### config.mk
export PLATFORM = sky130hd
export DESIGN_NAME = salru_ctrl
export DESIGN_NICKNAME = d
export VERILOG_FILES = /design/src/design/salru_pkg.sv /design/src/design/salru_ctrl.sv
export SDC_FILE = /design/constraint.sdc
export NUM_CORES = 1
export LEC_CHECK = 0
export ABC_AREA = 1
export BUFFER_PORTS_ARGS = -buffer_cell sky130_fd_sc_hd__buf_2
export CAP_MARGIN = 20
export CELL_PAD_IN_SITES_DETAIL_PLACEMENT = 1
export CELL_PAD_IN_SITES_GLOBAL_PLACEMENT = 1
export CORE_AREA = 5 5 42 44
export CTS_BUF_LIST = sky130_fd_sc_hd__clkbuf_16
export DETAILED_ROUTE_END_ITERATION = 6
export DIE_AREA = 0 0 47 49
export PLACE_DENSITY_LB_ADDON = 0.1
export SYNTH_ARGS = -nofsm -noshare
export SYNTH_HDL_FRONTEND = slang
export SYNTH_SLANG_ARGS = --single-unit
### constraint.sdc
create_clock -name clk -period 1 [get_ports clk]
set_input_delay 0.15 -clock clk [delete_from_list [all_inputs] [get_ports clk]]
set_output_delay 0.15 -clock clk [all_outputs]
set_load 0.005 [all_outputs]
### src/design/salru_pkg.sv
// Shared constants, codes and types of the set-associative LRU cache lookup.
package salru_pkg;

  // Built geometry
  localparam int MAX_SETS   = 256;
  localparam int MAX_WAYS   = 8;
  localparam int ADDR_WIDTH = 64;

  localparam int SET_W    = $clog2(MAX_SETS);
  localparam int WAY_W    = $clog2(MAX_WAYS);
  localparam int WAYCNT_W = $clog2(MAX_WAYS + 1);
  // At least one set bit and one block bit sit below the tag
  localparam int TAG_W    = ADDR_WIDTH - 2;
  // A valid line is never older than the number of valid lines in its set
  localparam int AGE_W    = WAY_W;
  localparam int CNT_W    = 32;

  // Configuration register widths and limits
  localparam int SETB_W         = 4;
  localparam int BLKB_W         = 6;
  localparam int WAYS_W         = 4;
  localparam int CFG_IDX_W      = 2;
  localparam int CFG_DATA_W     = 6;
  localparam int MAX_BLOCK_BITS = 32;
  localparam int SHIFT_W        = 7;

  localparam logic [CFG_IDX_W-1:0] CFG_SET_BITS   = 2'd0;
  localparam logic [CFG_IDX_W-1:0] CFG_BLOCK_BITS = 2'd1;
  localparam logic [CFG_IDX_W-1:0] CFG_WAYS       = 2'd2;

  localparam logic [SETB_W-1:0] RST_SET_BITS   = 4'd4;
  localparam logic [BLKB_W-1:0] RST_BLOCK_BITS = 6'd4;
  localparam logic [WAYS_W-1:0] RST_WAYS       = 4'd1;

  // Access kinds
  localparam logic [1:0] MODE_LOAD   = 2'd0;
  localparam logic [1:0] MODE_STORE  = 2'd1;
  localparam logic [1:0] MODE_MODIFY = 2'd2;
  localparam logic [1:0] MODE_NONE   = 2'd3;

  // Lookup outcomes
  localparam logic [1:0] OUT_HIT   = 2'd0;
  localparam logic [1:0] OUT_FILL  = 2'd1;
  localparam logic [1:0] OUT_EVICT = 2'd2;

  typedef struct packed {
    logic             valid;
    logic [TAG_W-1:0] tag;
    logic [AGE_W-1:0] age;
  } line_t;

  typedef line_t [MAX_WAYS-1:0] row_t;

  // Commands from the controller to the datapath
  typedef struct packed {
    logic capture;  // take the new item's set and tag, read its row
    logic reread;   // read the held set's row again
    logic access;   // look up, write the row back, publish a result
    logic last;     // this access is the final one of its item
  } ctrl_cmd_t;

endpackage

### src/design/salru_ctrl.sv
// Sequencer: walks each item through row read and lookup/write-back.
module salru_ctrl (
  input  logic                  clk,
  input  logic                  rst,
  input  logic                  start,
  input  logic [1:0]            mode,
  output logic                  busy,
  output salru_pkg::ctrl_cmd_t  cmd
);

  localparam logic [1:0] ST_IDLE   = 2'd0;
  localparam logic [1:0] ST_ACC    = 2'd1;
  localparam logic [1:0] ST_REREAD = 2'd2;

  logic [1:0] state;
  logic [1:0] state_next;
  logic       pend;
  logic       pend_next;

  // Next state and commands
  always_comb begin
    state_next = state;
    pend_next  = pend;
    cmd        = '0;
    case (state)
      ST_IDLE: begin
        if (start) begin
          cmd.capture = 1'b1;
          if (mode != salru_pkg::MODE_NONE) begin
            state_next = ST_ACC;
            pend_next  = (mode == salru_pkg::MODE_MODIFY);
          end
        end
      end
      ST_ACC: begin
        cmd.access = 1'b1;
        cmd.last   = !pend;
        if (pend) begin
          state_next = ST_REREAD;
          pend_next  = 1'b0;
        end else begin
          state_next = ST_IDLE;
        end
      end
      ST_REREAD: begin
        cmd.reread = 1'b1;
        state_next = ST_ACC;
      end
      default: begin
        state_next = ST_IDLE;
        pend_next  = 1'b0;
      end
    endcase
  end

  // Advance the sequencer
  always_ff @(posedge clk) begin
    if (rst) begin
      state <= ST_IDLE;
      pend  <= 1'b0;
    end else begin
      state <= state_next;
      pend  <= pend_next;
    end
  end

  assign busy = (state != ST_IDLE);

endmodule

==> run metrics <==
GR Util All Layers=0.06039; yosys warns=0; total CTS buffers=3; met1 Use GR=0.05447; NumNets Final=48; clk buf depth=2; CTS root buf=clkbuf_16; element type at the critical path end=primary output; final worst slack=-0.1182 ns; Synthesized Nets=33; max-slew violations=0; DR vias/cell=3.621; Starting Density=0.1188; Data required, critical path=0.85 ns; status=finished with violations; Max transition margin=0.9128; final core utilization=0.2571; crit-path max FO=3; ANT cells=0; Worst Hold Class=input port to flip-flop; worst path bufs/invs=3; Rows=14; Worst path depth=5; die width=47 um; Pwr Density=2412 nW/um2; failing checks=setup timing; first-pass GRT wire length=903 um; 1st-iter DRT viols=0; Cell Chain, Critical Path=inv_4, nor2_4, inv_2, nor2_2, buf_2; Final setup viols=5; Worst VDD drop=1029 uV; Critical Path Max Stage Delay=0.36 ns; Die Y=49 um; main area contributors after synthesis=dfxtp_1, inv_1, nand2_1; Clock Sinks=3; Final Hold Fails=0; CP delay by family, top=flip-flops; placed wire-length estimate=424.8 um; GR Layer Usage met2=0.07014; critical path arrival=0.97 ns; MaxCap Viol Count=0; leakage power=0.1995 nW; reg2reg start=state[1]; mean post-synth cell area=5.943 um2; Tcrit/Tclk final=1.118; Critical Path Source Type=flip-flop; #FFs+latches synth=3; FMAX=894.3 MHz; critical path class=flip-flop to primary output; CTS tree=built; end point of the critical path=cmd[0]; PortBufs=9; io pins=10; initial antenna violation count=0; GRT busiest layer=met4; via count=210; share of layout cells above drive strength 1=0.5952; Die Area=2303 um2; core area=1401 um2; Final Power=0.0008690 W; RD Place Congestion=0.6622; Avg WL per Cell=10.10 um; area growth from synthesis to layout=116.5%; DR pass1 iterations=1; setup TNS=-0.3585 ns; largest net degree at the start of global routing=4; Residual DRC=0; critical path's slowest cell=dfxtp_4; count of cell types in the netlist=8; Synth area leader=dfxtp_1; clk_lat worst skew=0.22 ns; Post-Syn Area=166.4 um2; Tightest Pin Transition=0.1306 ns; met3 usage=0.03321; GR Overflow Total=0; Detail Route Antenna Nets=0; Reg2Reg Depth=4; Clock Skew=0.0009524 ns; R2R Setup Slk=0.13 ns; H-tree Lvls=1; min Tclk post-route=1.118 ns; Synth top area share=0.3609; final WL=586 um; Cells after Synth=28; Seq/Total Area, Yosys=0.3609; crit path from=state[0]; R2R Path End=pend; Reg clk slew, reported paths=0.03 ns; RSZ-0062 raised after global routing=true; vias in the first global route=249
routing by layer:
metal,wire length [um],vias to the layer above
li1,-,107
met1,186,88
met2,289,11
met3,78,4
met4,31,0
met5,0,-
area by class of cell:
cell class / count / area, um2
clock inverter: 1 / 3.754
clock buffer: 3 / 75.07
sequential: 3 / 67.56
inverter: 7 / 28.78
tap: 16 / 20.02
multi-input combinational: 18 / 100.1
fill: 173 / 1041
timing repair buffer: 10 / 65.06
what timing repair did:
item	in CTS	in global routing
hold buffers	0	0
resized for setup	4	12
setup buffers	1	0
setup endpoints to repair	5	5
pin swaps	2	5
flip-flops by register name, indices dropped and copies added (netlist names):
| signal | flops |
|---|---|
| state | 2 |
| pend | 1 |
cell families after synthesis:
| kind of cell | after synthesis | share of synthesized area |
|---|---|---|
| and+or+nand+nor | 17 | 0.4512 |
| buffers and inverters | 7 | 0.1579 |
| DFF | 3 | 0.3609 |
| AOI/OAI and AO/OA | 1 | 0.03005 |
synthesized netlist by cell type:
library cell / number
nand2_2: 1
nor2_1: 7
a21oi_1: 1
dfxtp_1: 3
nand2_1: 7
inv_1: 7
nand3_2: 1
nor2_2: 1
metrics by stage:
step                      instances  setup slack [ns]  hold WS, ns  cell area, um2
final                            58           -0.1182      0.08443           360.3
after global routing             58           -0.1850      0.09134           360.3
after CTS                        58           -0.1222      0.08648           327.8
after detailed placement         53           0.04897       0.3293           231.5
after global placement           53           0.07669       0.3284           231.5
after floorplan                  28            0.1629       0.2216           166.4
worst min path at each step:
stage               from       end  slack (ns)  cells after the start
floorplan            rst  state[0]        0.22                      1
global placement     rst  state[0]        0.33                      2
detailed placement   rst  state[0]        0.33                      2
CTS                  rst  state[0]        0.09                      2
global route         rst  state[0]        0.09                      2
finish               rst  state[0]        0.08                      2
report_power, final:
group | internal [W] | leakage, nW | switching (W) | total (W)
Clock | 0.000515 | 0.0423 | 0.000109 | 0.000624
Combinational | 0.0000530 | 0.131 | 0.0000526 | 0.000106
Sequential | 0.000128 | 0.0261 | 0.0000115 | 0.000139
Total | 0.000696 | 0.200 | 0.000173 | 0.000869
cell usage in the layout (no fill, tap or decap):
| cell | Yosys | routed |
|---|---|---|
| dfxtp_4 | 0 | 2 |
| nand3_2 | 1 | 1 |
| inv_4 | 0 | 1 |
| nor2_4 | 0 | 2 |
| dfxtp_1 | 3 | 1 |
| nor2_1 | 7 | 4 |
| clkbuf_16 | 0 | 3 |
| inv_2 | 0 | 2 |
| nor2_2 | 1 | 2 |
| a21oi_1 | 1 | 1 |
| inv_1 | 7 | 5 |
| buf_4 | 0 | 1 |
| buf_2 | 0 | 7 |
| buf_6 | 0 | 2 |
| nand2_1 | 7 | 6 |
| nand2_2 | 1 | 2 |
(Power assumes the default switching activity.)
